$ cat config.mk
export PLATFORM = sky130hd
export DESIGN_NAME = wdsu_queue
export DESIGN_NICKNAME = d
export VERILOG_FILES = /design/src/wdsu_pkg.sv /design/src/wdsu_queue.sv
export SDC_FILE = /design/constraint.sdc
export NUM_CORES = 1
export LEC_CHECK = 0
export BUFFER_PORTS_ARGS = -buffer_cell sky130_fd_sc_hd__buf_2
export CAP_MARGIN = 20
export CORE_UTILIZATION = 34
export CTS_CLUSTER_DIAMETER = 30
export DETAILED_ROUTE_END_ITERATION = 8
export HOLD_SLACK_MARGIN = 0.03
export MAX_ROUTING_LAYER = met4
export SLEW_MARGIN = 25
export SYNTH_ARGS = -nofsm -noshare
export SYNTH_HDL_FRONTEND = slang
export SYNTH_SLANG_ARGS = --single-unit
$ cat constraint.sdc
create_clock -name clock -period 5.25 [get_ports clock]
set_clock_uncertainty 0.15 [all_clocks]
set_input_delay 0.525 -clock clock [delete_from_list [all_inputs] [get_ports clock]]
set_output_delay 0.525 -clock clock [all_outputs]
set_load 0.01 [all_outputs]
$ cat src/wdsu_pkg.sv
// Shared types and constants of the windowed dropout shift unit.
package wdsu_pkg;

   localparam int RANGE_BITS  = 19;
   localparam int PUSH_BITS   = 16;
   localparam int FRAME_BITS  = 32;
   localparam int CSR_IDX_BITS = 3;
   localparam int CSR_DATA_BITS = 32;
   localparam int QUEUE_DEPTH = 4;
   localparam int ENV_BITS    = 18;
   localparam int COS_BITS    = 18;
   localparam int ONE16       = 65536;
   localparam int ENV_FULL    = 131072;

   // opcodes carried in req_tuser
   localparam logic OP_SHIFT    = 1'b0;
   localparam logic OP_CLASSIFY = 1'b1;

   // envelope handling of one queued entry
   typedef enum logic [1:0] {
      ENV_PASS = 2'd0,   // sample outside its run: no shift, no clamp
      ENV_FLAT = 2'd1,   // middle of the run: envelope is one
      ENV_RAMP = 2'd2    // cosine ramp at either end
   } env_mode_type;

   typedef enum logic [CSR_IDX_BITS-1:0] {
      CSR_SIGNAL_RANGE = 3'd0,
      CSR_CLAMP_LOW    = 3'd1,
      CSR_CLAMP_HIGH   = 3'd2,
      CSR_ACTIVE_FIRST = 3'd3,
      CSR_ACTIVE_LAST  = 3'd4
   } csr_index_type;

   // front end status toward the queue and top level
   typedef struct packed {
      logic push;
      logic hold;
   } front_stat_type;

endpackage

$ cat src/wdsu_queue.sv
// Small FIFO between the classifying front end and the datapath back end.
module wdsu_queue #(
   parameter int WIDTH = 8
) (
   input  logic             clock,
   input  logic             reset,
   input  logic             push,
   input  logic [WIDTH-1:0] push_data,
   output logic             full,
   input  logic             pop,
   output logic             head_valid,
   output logic [WIDTH-1:0] head_data
);
   import wdsu_pkg::*;

   localparam int PW = $clog2(QUEUE_DEPTH);

   logic [WIDTH-1:0] mem_ff [QUEUE_DEPTH];
   logic [PW-1:0]    wr_ptr_ff, wr_ptr_in;
   logic [PW-1:0]    rd_ptr_ff, rd_ptr_in;
   logic [PW:0]      count_ff, count_in;
   logic             do_push, do_pop;

   assign full       = (count_ff == (PW+1)'(QUEUE_DEPTH));
   assign head_valid = (count_ff != '0);
   assign head_data  = mem_ff[rd_ptr_ff];
   assign do_push    = push && !full;
   assign do_pop     = pop && head_valid;

   // pointer and fill count update
   always_comb begin
      wr_ptr_in = do_push ? wr_ptr_ff + 1'b1 : wr_ptr_ff;
      rd_ptr_in = do_pop ? rd_ptr_ff + 1'b1 : rd_ptr_ff;
      count_in  = count_ff;
      if (do_push && !do_pop) begin
         count_in = count_ff + 1'b1;
      end else if (!do_push && do_pop) begin
         count_in = count_ff - 1'b1;
      end
   end

   always_ff @(posedge clock) begin
      if (reset) begin
         wr_ptr_ff <= '0;
         rd_ptr_ff <= '0;
         count_ff  <= '0;
      end else begin
         wr_ptr_ff <= wr_ptr_in;
         rd_ptr_ff <= rd_ptr_in;
         count_ff  <= count_in;
      end
   end

   // storage
   always_ff @(posedge clock) begin
      if (do_push) begin
         mem_ff[wr_ptr_ff] <= push_data;
      end
   end

endmodule

Word level (Yosys, flattened, before mapping)
Memories as Yosys holds them, arrays and structs flattened. A register that Yosys moved wholly into a read port is not among the register bits.
Index checks and enable logic that the tools add are counted.
Storage, ports and cells
  bits in registers: 7
  latch bits: 0
  bits in writable memories: 32
  bits in read-only memories: 0
  input port bits: 12
  output and inout port bits: 10
  word-level logic and storage cells: 24
  memories kept: 1
Operators by class
  add/sub/neg operators: 4
  $mul: 0
  div/mod/pow operators: 0
  $lt $le $gt $ge: 0
  eq/ne operators: 1
  shift operators: 0
  multiplexer cells: 6
  bitwise gates (word level): 0
  reduce and logical (&&, ||, !) cells: 9
Memories
  mem_ff: words 4, width 8, read ports 1, clocked after Yosys merged registers in 1, write ports 1, RTL line wdsu_queue.sv:18  | logic [WIDTH-1:0] mem_ff [QUEUE_DEPTH];
Operators by type and width (count)
  two-way mux 3 bit: 2
  adder 2 x 1 -> 2 bit (second input constant): 2
  logical AND 1 bit: 4
  two-way mux 2 bit: 2
  adder 3 x 1 -> 3 bit (second input constant): 1
  equality test 3 bit (second input constant): 1
  logical NOT 1 bit: 3
  nonzero test 3 bit: 1
  subtractor 3 x 1 -> 3 bit (second input constant): 1
  two-way mux 1 bit: 2
  nonzero test 2 bit: 1

Depth between registers and ports, before layout
  depth after elaboration: 7
  depth in mapped cells: 8
  mapped depth without buffers: 8

Worst setup path after synthesis
OpenSTA, ideal clock, no wires.
  kind: input -> register
  start: in push
  end: reg count_ff[2]
  setup time: 70 ps
  data arrival time: 1940 ps
  data required time: 5030 ps
  setup slack: 3090 ps
  stages on the path: 8
  buffers on the path: 0
  cell sequence: inv_1 nor2_2 ha_1 inv_1 fa_1 xor2_1 or3_1 a21oi_1
Between the ends
  word-level cells in the longest chain between the ends: 4
  elaborated cells on any way between the ends: 6
  those cells by class: mux: 1; reduce/logical: 5
RTL lines
  start, declared: RTL line wdsu_queue.sv:7  | input logic push,
  logical AND 1 bit (*): RTL line wdsu_queue.sv:27  | assign do_push = push && !full;
  named net do_push: RTL line wdsu_queue.sv:22  | logic do_push, do_pop;
  logical NOT 1 bit: RTL line wdsu_queue.sv:37  | end else if (!do_push && do_pop) begin
  logical AND 1 bit: RTL line wdsu_queue.sv:37
  nonzero test 2 bit (no line)
  end signal, assigned: RTL line wdsu_queue.sv:50  | count_ff <= count_in;
  end, declared: RTL line wdsu_queue.sv:21  | logic [PW:0] count_ff, count_in;
Mark *: on every way through the listed nets, which the timed path passes. The rest lies on a longest branch.
A chain may end at the register's enable or synchronous reset.

==> results by group <==
Route
  • Final wirelength: 2.650 mm
  • DR vias/cell: ~5.0
  • DR WL/cell: ~16 um
  • Drt initial violations: 54
  • DR pass1 iterations: 6
  • Antenna Nets Post-Route: 0
  • Routed via count: about 840
  • # DRC: 0

Synth
  • Synth warn: 0
  • Post-Syn Area per Cell: about 18 um^2
  • Largest family of logic cells by synthesized area: multiplexers
  • Syn Std Cell Area: 0.001622 mm^2
  • Compound-Gate Fraction of Synth Area: 0.02546
  • Distinct cells, synth: 20
  • Xor/xnor cell area share of the yosys netlist: 0.02160
  • Mux cell area share after synthesis: 0.1235
  • Post-Syn Instances: 90
  • Top cells by area, synth: edfxtp_1 59%, dfxtp_1 11%, mux4_2 11%, ha_1 3.9%, xor2_1 2.2%
  • Synth top area share: 0.5926
  • Register bit count reported by yosys: between 40 and 50
  • Sequential cell area fraction in the yosys report: 0.7037
  • Leading area contributor after synthesis: edfxtp_1
  • Synth Area in Adders: 0.05093
  • Simple-gate share of the synthesized area: 0.05787
  • Syn Nets: approximately 110

Clocking
  • H-Tree Depth: 2
  • CTS tree: done
  • CTS resizes: 0
  • Clock tree buffer depth: 2
  • Clock sink count: 41
  • Setup repair bufs after CTS: 0
  • Total CTS buffers: 5
  • Root Buffer: clkbuf_8
  • Worst-path clk slew: around 0.080 ns
  • Hold_buf cts: 0
  • Skew-Pair Late Insertion Delay: between 0.2 and 0.3 ns

Layout
  • Nets: 133
  • Most common cell after layout, fill and taps aside: edfxtp_1
  • Layout cell share with drive strength beyond 1: 0.3362
  • Area Overhead vs Synth: 16.51%
  • Fillers: 403
  • Most frequent cells in the layout: 32 x edfxtp_1, 21 x buf_2, 9 x dfxtp_1
  • Number of antenna diodes: 0
  • Utilization after layout: 0.4223

Critical path
  • CP Cell Sequence: mux4_2 > buf_2
  • Worst path bufs/invs: 1
  • CP Max Fanout: 8
  • CP Data Required Time: around 4.6 ns
  • Critical path class: flip-flop to output pin
  • Worst reg2reg setup slack: slightly below 3 ns
  • Slowest cell on crit path: dfxtp_1
  • CP delay by family, top: flip-flops
  • Worst R2R Path Depth: 8
  • Reg2reg start: count_ff[0]
  • Crit. End Element: output pin
  • CP startpoint kind: flip-flop
  • R2R Path End: count_ff[2]
  • CP max stage delay: approximately 0.7 ns
  • Data arrival, critical path: 1.70 ns

STA
  • Min cycle time layout: around 2.4 ns
  • Slew margin rel.: 0.6160
  • Tcrit/Tclk final: 0.4522
  • Final hold violations: 0
  • Slew @ Worst Pin: around 0.58 ns
  • Max Freq: roughly 420 MHz
  • Setup TNS: 0 ns
  • # setup viols final: 0
  • Final slew viol count: 0
  • RSZ-0062 raised after global routing: no

Run status
  • Outcome: completed

Worst hold path
  • Worst min path class: input pin to flip-flop
  • WHS Path Cells: 1
  • Endpoint, Worst Hold: mem_ff[2][6]
  • Hold Crit Start: push_data[6]

Floorplanning
  • CORE AREA: about 0.0045 mm^2
  • Die Y: 71.06 um
  • Cell Rows: 24
  • Initial Util: 0.3624
  • Die footprint: approximately 0.0050 mm^2
  • Die width: slightly above 70 um
  • I/O Pins: 22

Global routing
  • GRT Util Overall: 0.1211
  • Vias in the first global route: approximately 900
  • First-pass GRT wire length: between 4 and 5 mm
  • Initial antenna violation count: 0
  • Maximum number of pins on one net before global-route repair: 14
  • GRT overflow: 0

Pwr
  • Combinational share of power: 0.231
  • Pwr/cell area: 473.8 mW/mm^2
  • Sw Ratio: 0.2768
  • Leakage: about 0.7 nW
  • Clock power frac: 0.275
  • Worst VDD drop: 0.2057 mV
  • Flop pwr share: 0.495
  • Net load switching power: roughly 0.00025 W
  • Internal power component: between 0.0006 and 0.0007 W

Flow run
  • Max_cap viols: 0

Place
  • Routability cong.: ~0.66
  • Port buffer count: 21
==> cells in the mapped netlist, drive strengths merged <==
cell	instances
o31ai	1
o311ai	1
ha	5
buf	1
inv	4
dfxtp	9
and2	4
o21ai	2
fa	1
nand2b	2
xor2	4
a21oi	2
mux2i	2
nor3b	1
clkbuf	2
nor2	6
mux4	8
or3	3
edfxtp	32
==> layer usage <==
metal / track usage / up-vias / share of wire
met5: - / - / 0
met4: 0.05333 / 0 / 0.017
met3: 0.03704 / 7 / 0.044
met2: 0.2073 / 23 / 0.53
met1: 0.1295 / 418 / 0.41
li1: - / 387 / -
==> power by group through the flow <==
stage	Sequential, W	Combinational, W	Clock [W]
5_1_grt	0.000452	0.000228	0.000260
2_1_floorplan	0.000422	0.000167	0
3_5_place_dp	0.000454	0.000209	0
4_1_cts	0.000447	0.000211	0.000247
6_report	0.000443	0.000206	0.000246
3_3_place_gp	0.000449	0.000204	0
==> stage by stage <==
step	cell area [um^2]	total power [W]	setup WS, ns	cells	hold WS [ns]
3_3_place_gp	1779	0.0006535	2.953	160	0.3506
2_1_floorplan	1622	0.0005895	3.090	90	0.3318
3_5_place_dp	1779	0.0006630	2.870	160	0.3577
5_1_grt	1889	0.0009395	2.756	168	0.2925
6_report	1889	0.0008951	2.876	168	0.2977
4_1_cts	1889	0.0009041	2.798	168	0.2942
==> flip-flops by register name (all words and copies together), names as in the netlist, named ones only <==
| register | count |
|---|---|
| rd_ptr_ff | 2 |
| mem_ff | 32 |
| count_ff | 3 |
| wr_ptr_ff | 2 |
==> cell type report <==
class	count	area [um^2]	share of cell area
tap	52	65.06	0.03444
multi-input combinational	42	452.9	0.2397
clock buffer	5	68.82	0.03642
timing repair buffer	21	105.1	0.05563
clock inverter	3	41.29	0.02185
sequential	41	1141	0.6040
inverter	4	15.01	0.007947
==> logic make-up after synthesis <==
kind of cell,count (synthesis)
xor+xnor,4
buf+inv,7
mux,10
flops,41
simple gates,16
compound gates,6
fa+ha+maj,6
==> worst max path at each step <==
| stage | to | cells past startpoint | start |
|---|---|---|---|
| 2_1_floorplan | count_ff[2] | 8 | push |
| 3_3_place_gp | count_ff[2] | 9 | push |
| 3_5_place_dp | count_ff[2] | 9 | push |
| 4_1_cts | head_data[7] | 2 | flip-flop |
| 5_1_grt | head_data[2] | 2 | flip-flop |
| 6_report | head_data[7] | 2 | flip-flop |
Note: power is estimated with default switching activity, not from simulation.
