File: config.mk
export PLATFORM = sky130hd
export DESIGN_NAME = wdsu_front
export DESIGN_NICKNAME = d
export VERILOG_FILES = /design/src/wdsu_pkg.sv /design/src/wdsu_front.sv
export SDC_FILE = /design/constraint.sdc
export NUM_CORES = 1
export LEC_CHECK = 0
export ABC_AREA = 1
export BUFFER_PORTS_ARGS = -buffer_cell sky130_fd_sc_hd__clkbuf_2
export CORE_MARGIN = 2
export CORE_UTILIZATION = 54
export CTS_CLUSTER_SIZE = 10
export DETAILED_ROUTE_END_ITERATION = 10
export PLACE_DENSITY_LB_ADDON = 0.25
export RECOVER_POWER = 25
export SYNTH_ARGS = -nofsm -noshare
export SYNTH_HDL_FRONTEND = slang
export SYNTH_SLANG_ARGS = --single-unit
File: constraint.sdc
create_clock -name clock -period 9.7 [get_ports clock]
set_input_delay 0.485 -clock clock [delete_from_list [all_inputs] [get_ports clock]]
set_output_delay 0.485 -clock clock [all_outputs]
set_load 0.05 [all_outputs]
File: src/wdsu_pkg.sv
// Shared types and constants of the windowed dropout shift unit.
package wdsu_pkg;

   localparam int RANGE_BITS  = 19;
   localparam int PUSH_BITS   = 16;
   localparam int FRAME_BITS  = 32;
   localparam int CSR_IDX_BITS = 3;
   localparam int CSR_DATA_BITS = 32;
   localparam int QUEUE_DEPTH = 4;
   localparam int ENV_BITS    = 18;
   localparam int COS_BITS    = 18;
   localparam int ONE16       = 65536;
   localparam int ENV_FULL    = 131072;

   // opcodes carried in req_tuser
   localparam logic OP_SHIFT    = 1'b0;
   localparam logic OP_CLASSIFY = 1'b1;

   // envelope handling of one queued entry
   typedef enum logic [1:0] {
      ENV_PASS = 2'd0,   // sample outside its run: no shift, no clamp
      ENV_FLAT = 2'd1,   // middle of the run: envelope is one
      ENV_RAMP = 2'd2    // cosine ramp at either end
   } env_mode_type;

   typedef enum logic [CSR_IDX_BITS-1:0] {
      CSR_SIGNAL_RANGE = 3'd0,
      CSR_CLAMP_LOW    = 3'd1,
      CSR_CLAMP_HIGH   = 3'd2,
      CSR_ACTIVE_FIRST = 3'd3,
      CSR_ACTIVE_LAST  = 3'd4
   } csr_index_type;

   // front end status toward the queue and top level
   typedef struct packed {
      logic push;
      logic hold;
   } front_stat_type;

endpackage

File: src/wdsu_front.sv
// Front end: accepts transactions, finds the envelope phase or splits runs into rows.
module wdsu_front #(
   parameter int ADDR_BITS   = 20,
   parameter int SAMPLE_BITS = 20,
   parameter int REQ_W       = 152,
   parameter int EW          = 8
) (
   input  logic                      clock,
   input  logic                      reset,
   input  logic                      req_tvalid,
   output logic                      req_tready,
   input  logic                      req_tuser,
   input  logic [REQ_W-1:0]          req_tdata,
   input  logic [ADDR_BITS-1:0]      active_first,
   input  logic [ADDR_BITS-1:0]      active_last,
   input  logic                      q_full,
   output logic [EW-1:0]             q_data,
   output wdsu_pkg::front_stat_type  stat
);
   import wdsu_pkg::*;

   localparam int AB = ADDR_BITS;
   localparam int SB = SAMPLE_BITS;

   typedef struct packed {
      logic                   is_row;
      env_mode_type           mode;
      logic signed [SB-1:0]   luma;
      logic signed [SB-1:0]   chroma;
      logic [PUSH_BITS-1:0]   push;
      logic                   up;
      logic [AB:0]            m;
      logic [AB:0]            n;
      logic [FRAME_BITS-1:0]  frame;
      logic [AB-1:0]          first;
      logic [AB:0]            len;
      logic                   vis;
      logic                   last;
   } entry_type;

   // input fields, lowest bits first
   logic signed [SB-1:0]  f_luma, f_chroma;
   logic [AB-1:0]         f_local, f_first;
   logic [AB:0]           f_len;
   logic [PUSH_BITS-1:0]  f_push;
   logic                  f_up;
   logic [FRAME_BITS-1:0] f_frame;

   assign f_luma   = req_tdata[SB-1:0];
   assign f_chroma = req_tdata[2*SB-1:SB];
   assign f_local  = req_tdata[2*SB+AB-1:2*SB];
   assign f_first  = req_tdata[2*SB+2*AB-1:2*SB+AB];
   assign f_len    = req_tdata[2*SB+3*AB:2*SB+2*AB];
   assign f_push   = req_tdata[2*SB+3*AB+PUSH_BITS:2*SB+3*AB+1];
   assign f_up     = req_tdata[2*SB+3*AB+PUSH_BITS+1];
   assign f_frame  = req_tdata[2*SB+3*AB+PUSH_BITS+FRAME_BITS+1:2*SB+3*AB+PUSH_BITS+2];

   entry_type cur, second, hold_data_ff, hold_data_in;
   logic      hold_ff, hold_in;
   logic      two_rows, no_rows, accept;

   // envelope phase of a sample
   logic [AB+2:0] p4, n3, n4, mirror;
   logic [AB+1:0] e_end, a_ext, b1_ext;

   always_comb begin
      p4     = {1'b0, f_local, 2'b10};
      n3     = (AB+3)'(f_len) + (AB+3)'({f_len, 1'b0});
      n4     = {f_len, 2'b00};
      mirror = n4 - p4;
      e_end  = (AB+2)'(f_first) + (AB+2)'(f_len);
      a_ext  = (AB+2)'(active_first);
      b1_ext = (AB+2)'(active_last) + 1'b1;
   end

   // build the first entry and the optional second row
   always_comb begin
      cur          = '0;
      second       = '0;
      two_rows     = 1'b0;
      no_rows      = 1'b0;
      cur.luma     = f_luma;
      cur.chroma   = f_chroma;
      cur.push     = f_push;
      cur.up       = f_up;
      cur.n        = f_len;
      cur.frame    = f_frame;
      cur.last     = 1'b1;
      second.is_row = 1'b1;
      second.frame = f_frame;
      second.last  = 1'b1;
      if (!req_tuser) begin
         if ((AB+1)'(f_local) >= f_len) begin
            cur.mode = ENV_PASS;
         end else if (p4 < (AB+3)'(f_len)) begin
            cur.mode = ENV_RAMP;
            cur.m    = p4[AB:0];
         end else if (p4 > n3) begin
            cur.mode = ENV_RAMP;
            cur.m    = mirror[AB:0];
         end else begin
            cur.mode = ENV_FLAT;
         end
      end else begin
         cur.is_row = 1'b1;
         cur.first  = f_first;
         cur.len    = f_len;
         if (f_len == '0) begin
            no_rows = 1'b1;
         end else if (e_end <= a_ext) begin
            cur.vis = 1'b0;
         end else if ((AB+2)'(f_first) >= a_ext && e_end <= b1_ext) begin
            cur.vis = 1'b1;
         end else if ((AB+2)'(f_first) >= b1_ext) begin
            cur.vis = 1'b0;
         end else if ((AB+2)'(f_first) < a_ext) begin
            two_rows     = 1'b1;
            cur.len      = (AB+1)'(a_ext - (AB+2)'(f_first));
            cur.last     = 1'b0;
            second.first = a_ext[AB-1:0];
            second.len   = (AB+1)'(e_end - a_ext);
            second.vis   = 1'b1;
         end else if (e_end > b1_ext) begin
            two_rows     = 1'b1;
            cur.len      = (AB+1)'(b1_ext - (AB+2)'(f_first));
            cur.vis      = 1'b1;
            cur.last     = 1'b0;
            second.first = b1_ext[AB-1:0];
            second.len   = (AB+1)'(e_end - b1_ext);
         end else begin
            cur.vis = 1'b0;
         end
      end
   end

   // handshake and the held second row
   always_comb begin
      req_tready   = !hold_ff && !q_full;
      accept       = req_tvalid && req_tready;
      stat.hold    = hold_ff;
      stat.push    = 1'b0;
      q_data       = cur;
      hold_in      = hold_ff;
      hold_data_in = hold_data_ff;
      if (hold_ff) begin
         q_data    = hold_data_ff;
         stat.push = !q_full;
         if (!q_full) begin
            hold_in = 1'b0;
         end
      end else if (accept) begin
         stat.push = !no_rows;
         if (two_rows) begin
            hold_in      = 1'b1;
            hold_data_in = second;
         end
      end
   end

   always_ff @(posedge clock) begin
      if (reset) begin
         hold_ff <= 1'b0;
      end else begin
         hold_ff <= hold_in;
      end
   end

   always_ff @(posedge clock) begin
      hold_data_ff <= hold_data_in;
   end

endmodule

* After elaboration in Yosys (flattened, before gate mapping) *
Cells that the tools add are included.

cells by class
  add/sub/neg operators = 6
  order comparisons = 6
  muxes and demuxes = 35
  bitwise logic cells = 2
  reduce and logical (&&, ||, !) cells = 9

operators with widths
  kind                                            number
  two-way mux 6 bit                               7
  two-way mux 1 bit                               25
  two-way mux 8 bit                               3
  subtractor 6 bit                                4
  adder 20 x 21 -> 22 bit                         1
  > comparator 22 x 21 -> 1 bit                   1
  less-or-equal comparator 22 x 20 -> 1 bit       1
  less-or-equal comparator 22 x 21 -> 1 bit       1
  adder 20 x 1 -> 21 bit (second input constant)  1
  greater-or-equal comparator 20 x 21 -> 1 bit    1
  logical NOT 21 bit                              1
  greater-or-equal comparator 20 bit              1
  < comparator 20 bit                             1
  OR reduction 5 bit                              1
  logical AND 1 bit                               3
  logical NOT 1 bit                               3
  AND reduction 3 bit                             1
  NOT 1 bit                                       2

storage, ports and cells
  register bits = 8
  bits of input ports = 197
  output and inout port bits = 11
  logic and storage cells = 61

* Logic depth before layout (Yosys ltp) *
Gate-level depths: netlist of the first run.

  depth after elaboration = 12
  depth in mapped cells = 29
  depth with buffers taken out = 29

* Least setup slack after synthesis of the first run *
No wires, ideal clock.

  path type = input -> output
  from = in req_tdata[60]
  to = out q_data[2]
  data arrival time = 3.784 ns
  required time = 9.215 ns
  path slack = 5.431 ns
  stages on the path = 26
  path buffers = 0
  cell sequence = ha_1 -> inv_1 -> fa_1 -> o21ai_2 -> a31oi_1 -> o21bai_1 -> a21oi_1 -> o21ai_1 -> nand3_1 -> nand3_1 -> nand2_1 -> ha_1 -> nand2_1 -> inv_1 -> nand2_1 -> nor2_1 -> nand2_1 -> nand3_1 -> o21ai_1 -> nand2_1 -> nand2_1 -> nand3_1 -> nand3_1 -> nand2_1 -> nand3_1 -> nand2_1

on the way
  cells in the longest elaborated chain, start to end = 10
  elaborated cells between the ends (all ways) = 18
  those cells by class = add/sub: 3; order compare: 6; mux: 8; reduce/logical: 1

RTL lines
  item                           RTL line           source
  start: declaration             wdsu_front.sv:13   input logic [REQ_W-1:0] req_tdata,
  adder 20 x 21 -> 22 bit        wdsu_front.sv:71   e_end = (AB+2)'(f_first) + (AB+2)'(f_len);
  > comparator 22 x 21 -> 1 bit  wdsu_front.sv:123  end else if (e_end > b1_ext) begin
  two-way mux 6 bit              wdsu_front.sv:123
  two-way mux 6 bit              wdsu_front.sv:116  end else if ((AB+2)'(f_first) < a_ext) begin
  two-way mux 6 bit              wdsu_front.sv:114  end else if ((AB+2)'(f_first) >= b1_ext) begin
  two-way mux 6 bit              wdsu_front.sv:112  end else if ((AB+2)'(f_first) >= a_ext && e_end <= b1_ext) begin
  two-way mux 6 bit *            wdsu_front.sv:110  end else if (e_end <= a_ext) begin
  two-way mux 8 bit *            wdsu_front.sv:108  if (f_len == '0) begin
  two-way mux 8 bit *            wdsu_front.sv:92   if (!req_tuser) begin
  two-way mux 8 bit *            wdsu_front.sv:145  if (hold_ff) begin
  end: declaration               wdsu_front.sv:17   output logic [EW-1:0] q_data,

Every way passes the cells marked *; elsewhere a longest branch is shown, timed or not.

* Worst setup path in the final report of the first run *
  from = in req_tdata[61]
  to = out q_data[6]

The elaborated chain is that of the path after synthesis.

==> metrics.csv, run 1 <==
metric,value,unit
layout.nets,1157,
multiInputGateArea,4030,um^2
cts_tree,built,
synthTopCellsByArea,"ha_1, nand2_1, inv_1, a21oi_1, nand3_1",
avgRoutedWirePerCell,14.6,um
crit_top_cell,nand2_1,
cts.sinks,8,
die_h,97.0,um
maxSlewViolCount,0,
drc,0,
synth.distinct_cells,42,
crit_path_max_fanout,6,
worstSetupPathType,input pin to primary output,
p_leak,0.00306,uW
critPathTopFamily,compound AO/OA/AOI/OAI gates,
synth_compound_area_frac,0.125,
synth-simple-area-share,0.329,
synth_edf_count,7,
dpl.hpwl,12300,um
min_period_over_period,0.621,
cts-root-buf,clkbuf_8,
fmax,166,MHz
syn_to_final_growth,13.5,%
min_period,6020,ps
antenna_found_initial,0,
routabilityCongestion,0.946,
cp.buffers_inverters,3,
crit_path_end_kind,primary output,
regArea,230,um^2
syn_inst,745,
yosysWarnings,0,
start_kind,input pin,
grtUsageTotal,0.290,
synthesis.nets,1059,
tns,0,ps
syn_area,4670,um^2
die_width,97.0,um
cts_buffer_depth,2,
cts_buffers,3,
grt_first_pass_wirelength,22600,um
ys_seq_area_frac,0.0493,
grt_setup_unrepaired,no,
ys_seq_elements,8,
initial_utilization,0.563,
rows,33,
slowest_stage,o21ai_0,
power_density,93.4,nW/um^2
drt-total-wl,13800,um
yosys.area.top_type_share,0.300,
hold_buffers,0,
layout-drive-gt1-share,0.128,
clock_latency,230,ps
hold_path_class,input pin to flop,
hold_violations,0,
num_antenna_cells,0,
die_area,9420,um^2
post_cts_resized,0,
syn-mean-instance-area,6.27,um^2
vdd_drop_max,0.105,mV
htree_levels,1,
cts.reportedPaths.clkPinSlew,40,ps
grt_pass1_vias,4866,
layout_setup_ws,3680,ps
synth-adder-area-share,0.321,
slew_headroom,0.416,
synthArstFlopShare,0,
max_cap_viol_count,0,
required,9220,ps
place_ws,4400,ps
finalSetupViolCount,0,
fin_worst_skew,3.96,ps
grt_max_degree,17,
synth_top_family_by_area,simple AND/OR/NAND/NOR gates,
initialDrtViolationCount,318,
ys.flop_type,edfxtp_1,
n_fill_cell,822,
crit_path_max_incr_delay,540,ps
crit_arrival,5540,ps
coreArea,8300,um^2
fin_util,0.640,
via_per_inst,5.43,
firstDrtPassIters,5,
worst_slew_pin_slew,865,ps
io_pins,208,
yosys.area.top_type,ha_1,
synth_mux_area_frac,0,
grt_overflow,0,
outcome,finished clean,
io_buffers,96,
synth_xor_area_frac,0.0881,
antenna_left,0,
postCtsSetupRepairBufs,0,
vias,5143,
## cells in the final DEF (no fill, tap or decap), drive strengths merged
| cell | synthesis | final |
|---|---|---|
| inv | 105 | 105 |
| o21ai | 24 | 24 |
| nor4b | 1 | 1 |
| nor4 | 3 | 3 |
| a21o | 4 | 4 |
| nand3 | 43 | 43 |
| xnor2 | 23 | 23 |
| a21oi | 60 | 60 |
| edfxtp | 7 | 7 |
| o32ai | 2 | 2 |
| a31o | 1 | 1 |
| a31oi | 3 | 3 |
| fa | 5 | 5 |
| nor3b | 1 | 1 |
| o311ai | 1 | 1 |
| nor2 | 60 | 60 |
| or3 | 1 | 1 |
| a211oi | 2 | 2 |
| xor2 | 24 | 24 |
| and2 | 1 | 1 |
| nand4 | 14 | 14 |
| ha | 112 | 112 |
| dfxtp | 1 | 1 |
| o21a | 1 | 1 |
| nor3 | 8 | 8 |
| nand2 | 221 | 221 |
| nand3b | 1 | 1 |
| or2 | 3 | 3 |
| o211ai | 1 | 1 |
| and3 | 3 | 3 |
| o21bai | 3 | 3 |
| clkbuf | 2 | 100 |
| o22ai | 3 | 3 |
## synth_stat cells (2+ instances only)
cell and n:
nand4_1 14, nor4_1 3, a31oi_1 3, nand2_2 3, nor2_1 56, nor2_4 3
and3_1 3, nand2_1 218, o22ai_1 3, o21ai_0 15, xor2_1 24, fa_1 5
edfxtp_1 7, clkbuf_1 2, o21bai_1 3, o32ai_1 2, or2_1 2, xnor2_1 23
nor3_1 7, a21o_1 4, a21oi_1 59, ha_1 112, a211oi_1 2, inv_1 105
nand3_1 43, o21ai_1 8
## worst paths after layout
path / start / end / slack, ps / depth (start not counted)
max: req_tdata[61] / q_data[6] / 3680 / 25
max reg2reg: hold_ff / hold_data_ff[4] / 8360 / 5
min reg2reg: hold_ff / hold_ff / 640 / 2
min: reset / hold_ff / 410 / 2
## cell families (layout without fill, tap and decap cells)
logic type      after synthesis  in the layout
fa+ha+maj                   117            117
flops                         8              8
compound gates              105            105
xor+xnor                     47             47
simple gates                360            360
buf+inv                     108            205
## where the power goes
part | internal (uW) | switching, uW
combinational | 152 | 261
sequential | 40.4 | 0.813
clock | 28.5 | 13.2
total | 221 | 275
## stage by stage
stage	hold slack [ps]	instance area, um^2	instances	power (uW)
after global placement	622	5270	943	438
after floorplan	547	4670	745	340
final	414	5310	947	496
after CTS	414	5320	947	493
after global routing	415	5310	947	552
after detailed placement	639	5270	943	447
## registers in the layout, summed over array words and instances (netlist names)
| signal | count |
|---|---|
| hold_data_ff | 7 |
| hold_ff | 1 |
## area by class of cell
class | instances | area share
clock buffers | 4 | 0.00849
flip-flops and latches | 8 | 0.0434
well taps | 105 | 0.0248
repair buffers | 96 | 0.0896
inverters | 105 | 0.0743
multi-input cells | 629 | 0.760
## layer usage
layer / vias up / wire length, um / GRT usage
li1: 2680 / - / -
met1: 2276 / 6860 / 0.426
met2: 175 / 5960 / 0.471
met3: 12 / 830 / 0.0238
met4: 0 / 157 / 0.0455
met5: - / 0 / 0
Note: power is estimated with default switching activity, not from simulation.
==> run 2, diff against run 1 <==
--- a/config.mk
+++ b/config.mk
@@ -5,10 +5,10 @@
 export SDC_FILE = /design/constraint.sdc
 export NUM_CORES = 1
 export LEC_CHECK = 0
-export ABC_AREA = 1
+export ABC_AREA = 0
 export BUFFER_PORTS_ARGS = -buffer_cell sky130_fd_sc_hd__clkbuf_2
 export CORE_MARGIN = 2
-export CORE_UTILIZATION = 54
+export CORE_UTILIZATION = 49
 export CTS_CLUSTER_SIZE = 10
 export DETAILED_ROUTE_END_ITERATION = 10
 export PLACE_DENSITY_LB_ADDON = 0.25
==> constraint.sdc (replaced) <==
create_clock -name clock -period 5.65 [get_ports clock]
set_input_delay 0.2825 -clock clock [delete_from_list [all_inputs] [get_ports clock]]
set_output_delay 0.2825 -clock clock [all_outputs]
set_load 0.05 [all_outputs]
==> metrics.csv, run 2 <==
metric,value,unit,change
outcome,finished clean,,unchanged
hold_path_class,input pin to flop,,unchanged
worst_slew_pin_slew,735,ps,was 865 ps
tns,0,ps,unchanged
clock_latency,240,ps,was 230 ps
dpl.hpwl,12500,um,was 12300 um
num_antenna_cells,0,,unchanged
yosys.area.top_type,ha_1,,unchanged
syn-mean-instance-area,7.65,um^2,was 6.27 um^2
layout-drive-gt1-share,0.174,,was 0.128
slew_headroom,0.506,,was 0.416
crit_path_max_incr_delay,400,ps,was 540 ps
cts.sinks,8,,unchanged
worst-path-stages,23,,was 25
syn_inst,582,,was 745
n_fill_cell,840,,was 822
hold_end,hold_ff,,unchanged
ys.flop_type,edfxtp_1,,unchanged
r2r-start,hold_ff,,unchanged
layout_common_cells,"ha_1, clkbuf_2, a21oi_1, inv_1",,"was nand2_1, ha_1, inv_1, clkbuf_2, a21oi_1"
regMostFlops,hold_data_ff,,unchanged
hold_buffers,0,,unchanged
synthArstFlopShare,0,,unchanged
ys_seq_elements,8,,unchanged
antenna_found_initial,0,,unchanged
min_period_over_period,0.952,,
crit_arrival,5100,ps,was 5540 ps
yosys.area.top_type_share,0.315,,was 0.300
power_density,172,nW/um^2,was 93.4 nW/um^2
coreArea,8760,um^2,was 8300 um^2
die_width,99.3,um,was 97.0 um
critPathTopFamily,compound AO/OA/AOI/OAI gates,,unchanged
grt_setup_unrepaired,yes,,was no
syn_area,4450,um^2,was 4670 um^2
cp.buffers_inverters,4,,was 3
fmax,186,MHz,
fin_worst_skew,3.55,ps,was 3.96 ps
placed_cell_area,5100,um^2,was 5270 um^2
synthesis.nets,896,,was 1059
drt-total-wl,14100,um,was 13800 um
htree_levels,1,,unchanged
finalSetupViolCount,0,,unchanged
grt_max_degree,19,,was 17
initialDrtViolationCount,313,,was 318
via_per_inst,6.15,,was 5.43
layout.nets,1000,,was 1157
grtUsageTotal,0.283,,was 0.290
grt_pass1_vias,4662,,was 4866
crit_chain,clkbuf_2 -> ha_1 -> inv_1 -> fa_1 -> and2b_1 -> o2111ai_1 -> a211oi_2 -> o21ai_0 -> o21ai_1 -> a21o_1 -> a21oi_1 -> xnor2_2 -> ha_1 -> nand4_1 -> nor4_2 -> o21a_1 -> a2111oi_1 -> a21oi_1 -> buf_4 -> o31a_2 -> o2111ai_1 -> o211ai_1 -> clkbuf_2,,
max_cap_viol_count,0,,unchanged
reg2reg_depth,4,,was 5
p_leak,0.00247,uW,was 0.00306 uW
holdPathStages,2,,unchanged
crit_path_end_kind,primary output,,unchanged
cts_buffer_depth,2,,unchanged
largestRegisters,"hold_data_ff x7, hold_ff x1",,unchanged
grt_first_pass_wirelength,22700,um,was 22600 um
cts_tree,built,,unchanged
synth_edf_count,7,,unchanged
final_common_cell,ha_1,,was nand2_1
firstDrtPassIters,5,,unchanged
min-delay-start,reset,,unchanged
cts-root-buf,clkbuf_8,,unchanged
die_h,99.3,um,was 97.0 um
io_buffers,96,,unchanged
ys_top_cells_by_count,"ha_1, a21oi_1, inv_1, nand2_1, nor2_1",,"was nand2_1, ha_1, inv_1, a21oi_1, nor2_1"
largest_reg_flops,7,,unchanged
start_kind,input pin,,unchanged
syn_to_final_growth,15.8,%,was 13.5%
stdcell_area,5160,um^2,was 5310 um^2
vias,4873,,was 5143
r2r_end,hold_data_ff[5],,was hold_data_ff[4]
synthTopCellsByArea,"ha_1, a21oi_1, xnor2_1, edfxtp_1, inv_1",,"was ha_1, nand2_1, inv_1, a21oi_1, nand3_1"
worstSetupPathType,input pin to primary output,,unchanged
crit_path_max_fanout,8,,was 6
hold_violations,0,,unchanged
vdd_drop_max,0.0689,mV,was 0.105 mV
min_period,5380,ps,
synth.distinct_cells,55,,was 42
initial_utilization,0.508,,was 0.563
routabilityCongestion,0.916,,was 0.946
maxSlewViolCount,0,,unchanged
avgRoutedWirePerCell,17.8,um,was 14.6 um
required,5370,ps,was 9220 ps
grt_overflow,0,,unchanged
yosysWarnings,0,,unchanged
synth_most_common_cell,ha_1,,was nand2_1
io_pins,208,,unchanged
dpl.cell_count,788,,was 943
rows,34,,was 33
antenna_left,0,,unchanged
slowest_stage,fa_1,,was o21ai_0
cts.reportedPaths.clkPinSlew,40,ps,about the same
die_area,9870,um^2,was 9420 um^2
cts_buffers,3,,unchanged
instances_no_fill,793,,was 947
r2r_setup_slack,4160,ps,was 8360 ps
drc,0,,unchanged
ys_seq_area_frac,0.0517,,was 0.0493
==> run 2: changes by cell type after synthesis, moves of 5 or more <==
cell	previous run	this run
nor2b_1	0	9
o21a_1	1	10
nand2_1	218	37
a21o_1	4	13
and3_1	3	8
o21ai_0	15	30
inv_1	105	53
o211ai_1	1	17
nand4_1	14	22
o21ai_1	8	1
o2111ai_1	0	6
xor2_1	24	19
nor2_1	56	37
nand3_1	43	30
==> run 2: report_power, final <==
part,total (uW),switching [uW],internal [uW]
combinational,741,452,290
sequential,71.8,1.92,69.8
clock,76.0,26.7,49.3
==> run 2: kinds of logic after synthesis <==
group,share of synthesized area
xor+xnor,0.0905
flops,0.0517
fa+ha+maj,0.337
compound gates,0.264
buf+inv,0.0489
simple gates,0.208
==> run 2: what timing repair did <==
action / 4_1_cts / 5_1_grt
gates resized for setup: 0 / 11
endpoints found under the setup margin: 0 / 8
hold endpoints to repair: 0 / 0
buffers inserted: 0 / 1
==> run 2: area by class of cell <==
| type | instances | area (um^2) | area share |
|---|---|---|---|
| Sequential cell | 8 | 230 | 0.0446 |
| Timing Repair Buffer | 103 | 536 | 0.104 |
| Clock buffer | 4 | 45.0 | 0.00873 |
| Inverter | 53 | 199 | 0.0386 |
| Tap cell | 108 | 135 | 0.0262 |
| Multi-Input combinational cell | 517 | 4020 | 0.778 |
==> run 2: stage by stage <==
step                worst slack, ps  utilization  power (uW)  hold WS (ps)
floorplan                       362            -         583           352
global placement                231        0.582         770           447
detailed placement              155        0.582         789           446
CTS                            75.9        0.587         868           204
global route                   16.1        0.589         965           213
finish                          272        0.589         889           202
==> run 2: per-layer routing <==
metal	GRT usage	up-vias	routed length (um)
met3	0.0365	28	1110
met4	0.0643	0	244
met1	0.413	2231	6740
li1	-	2385	-
met5	0	-	0
met2	0.444	229	6040
==> run 2: worst max path at each step <==
| stage | startpoint | end | slack [ps] |
|---|---|---|---|
| 2_1_floorplan | req_tdata[60] | q_data[2] | 360 |
| 3_3_place_gp | req_tdata[60] | q_data[1] | 230 |
| 3_5_place_dp | req_tdata[60] | q_data[7] | 160 |
| 4_1_cts | req_tdata[60] | q_data[1] | 80 |
| 5_1_grt | req_tdata[60] | q_data[7] | 20 |
| 6_report | req_tdata[60] | q_data[6] | 270 |
==> run 3, diff against run 2 <==
--- a/config.mk
+++ b/config.mk
@@ -13,6 +13,7 @@
 export DETAILED_ROUTE_END_ITERATION = 10
 export PLACE_DENSITY_LB_ADDON = 0.25
 export RECOVER_POWER = 25
+export REMOVE_ABC_BUFFERS = 1
 export SYNTH_ARGS = -nofsm -noshare
 export SYNTH_HDL_FRONTEND = slang
 export SYNTH_SLANG_ARGS = --single-unit
==> metrics.csv, run 3 (synthesized netlist as in run 2, its figures left out) <==
metric,value,unit,change
cts_buffer_depth,2,,unchanged
max_cap_viol_count,0,,unchanged
min-delay-start,reset,,unchanged
grt_overflow,0,,unchanged
layout_common_cells,"ha_1, clkbuf_2, a21oi_1, inv_1, nand2_1",,"was ha_1, clkbuf_2, a21oi_1, inv_1"
routabilityCongestion,0.954,,was 0.916
p_comb_frac,0.838,,was 0.834
p_sw_frac,0.534,,was 0.540
drc,0,,unchanged
firstDrtPassIters,4,,was 5
vias,4796,,was 4873
initialDrtViolationCount,232,,was 313
pwr-share-clk,0.083,,was 0.085
slew_headroom,0.549,,was 0.506
syn_to_final_growth,17.6,%,was 15.8%
cts.sinks,8,,unchanged
die_area,9870,um^2,unchanged
layout.nets,1009,,was 1000
crit_arrival,5020,ps,was 5100 ps
cts_buffers,3,,unchanged
vdd_drop_max,0.0805,mV,was 0.0689 mV
worstSetupPathType,input pin to primary output,,unchanged
power_density,173,nW/um^2,was 172 nW/um^2
fmax,189,MHz,was 186 MHz
crit_path_end_kind,primary output,,unchanged
slowest_stage,fa_1,,unchanged
largest_reg_flops,7,,unchanged
worst_slew_pin_slew,670,ps,was 735 ps
layout-drive-gt1-share,0.184,,was 0.174
crit_path_max_fanout,3,,was 8
final_common_cell,ha_1,,unchanged
dpl.hpwl,12500,um,about the same
hold_violations,0,,unchanged
startpoint,req_tdata[80],,was req_tdata[60]
r2r-start,hold_ff,,unchanged
io_pins,208,,unchanged
p_int,422,uW,was 409 uW
tns,0,ps,unchanged
n_fill_cell,810,,was 840
rows,34,,unchanged
regMostFlops,hold_data_ff,,unchanged
critPathTopFamily,compound AO/OA/AOI/OAI gates,,unchanged
antenna_left,0,,unchanged
via_per_inst,5.98,,was 6.15
htree_levels,1,,unchanged
cts-root-buf,clkbuf_8,,unchanged
p_sw,483,uW,was 480 uW
die_width,99.3,um,unchanged
dpl.cell_count,797,,was 788
hold_path_class,input pin to flop,,unchanged
place_ws,229,ps,was 155 ps
min_period,5300,ps,was 5380 ps
whs,207,ps,was 202 ps
grt_pass1_vias,4645,,was 4662
grt_first_pass_wirelength,22300,um,was 22700 um
grt_setup_unrepaired,no,,was yes
cts.reportedPaths.clkPinSlew,40,ps,about the same
required,5370,ps,about the same
cp.buffers_inverters,5,,was 4
grtUsageTotal,0.280,,was 0.283
io_buffers,96,,unchanged
antenna_found_initial,0,,unchanged
outcome,finished clean,,unchanged
clock_latency,230,ps,was 240 ps
drt-total-wl,13900,um,was 14100 um
grt_max_degree,19,,unchanged
coreArea,8760,um^2,unchanged
largestRegisters,"hold_data_ff x7, hold_ff x1",,unchanged
p_leak,0.00252,uW,was 0.00247 uW
die_h,99.3,um,unchanged
min_period_over_period,0.939,,was 0.952
finalSetupViolCount,0,,unchanged
maxSlewViolCount,0,,unchanged
crit_path_max_incr_delay,420,ps,was 400 ps
instances_no_fill,802,,was 793
layout_setup_ws,346,ps,was 272 ps
start_kind,input pin,,unchanged
crit_chain,clkbuf_2 -> ha_1 -> inv_1 -> fa_1 -> and2b_1 -> o2111ai_1 -> a211oi_2 -> o21ai_1 -> o21ai_1 -> buf_4 -> a21o_1 -> a21oi_1 -> xnor2_1 -> ha_1 -> nand4_1 -> nor4_4 -> o21a_1 -> a2111oi_1 -> a21oi_1 -> buf_4 -> o221ai_1 -> o2111ai_1 -> o211ai_1 -> clkbuf_2,,was clkbuf_2 -> ha_1 -> inv_1 -> fa_1 -> and2b_1 -> o2111ai_1 -> a211oi_2 -> o21ai_0 -> o21ai_1 -> a21o_1 -> a21oi_1 -> xnor2_2 -> ha_1 -> nand4_1 -> nor4_2 -> o21a_1 -> a2111oi_1 -> a21oi_1 -> buf_4 -> o31a_2 -> o2111ai_1 -> o211ai_1 -> clkbuf_2
cts_tree,built,,unchanged
fin_worst_skew,0.286,ps,was 3.55 ps
avgRoutedWirePerCell,17.4,um,was 17.8 um
pwr-share-seq,0.079,,was 0.081
initial_utilization,0.508,,unchanged
num_antenna_cells,0,,unchanged
r2r_setup_slack,4200,ps,was 4160 ps
hold_buffers,0,,unchanged
-- run 3: cell types whose count changed in the layout (fill, tap and decap cells not counted), sizes merged --
cell | previous run | this run
clkbuf | 98 | 97
buf | 9 | 19
-- run 3: power groups by stage --
stage / logic (uW) / clock network [uW] / registers [uW]
2_1_floorplan: 509 / 0 / 73.2
3_3_place_gp: 714 / 0 / 72.6
3_5_place_dp: 732 / 0 / 72.6
4_1_cts: 737 / 75.6 / 71.7
5_1_grt: 830 / 77.4 / 72.2
6_report: 759 / 75.4 / 71.6
-- run 3: repair_timing --
item,4_1_cts,5_1_grt
endpoints found under the setup margin,0,8
resized for setup,0,13
setup buffers,0,1
-- run 3: path summary, 6_finish.rpt --
check                                  endpoint  depth (start not counted)
worst max-delay path                  q_data[7]                         24
worst max register to register  hold_data_ff[1]                          4
worst min register to register          hold_ff                          2
worst min-delay path                    hold_ff                          2
-- run 3: layout make-up --
class	count	area, um^2	area share
Multi-Input combinational cell	517	4030	0.769
Timing Repair Buffer	112	601	0.115
Sequential cell	8	230	0.0440
Inverter	53	199	0.0380
Tap cell	108	135	0.0258
Clock buffer	4	45.0	0.00860
-- run 3: worst register-to-register path, cell delays in order (launching register included) --
cell	delay, ps
dfxtp_1	440
nor2_1	180
and2_1	140
nand4_1	130
inv_1	240
-- run 3: per-stage QoR --
stage	area [um^2]	total power [uW]	utilization
2_1_floorplan	4440	582	-
3_3_place_gp	5160	787	0.589
3_5_place_dp	5160	805	0.589
4_1_cts	5210	884	0.594
5_1_grt	5240	980	0.598
6_report	5240	906	0.598
-- run 3: routing by layer --
layer | part of all wire | global-route usage | vias to the layer above
li1 | - | - | 2410
met1 | 0.48 | 0.409 | 2191
met2 | 0.43 | 0.459 | 178
met3 | 0.072 | 0.0302 | 17
met4 | 0.0095 | 0.0295 | 0
met5 | 0 | 0 | -
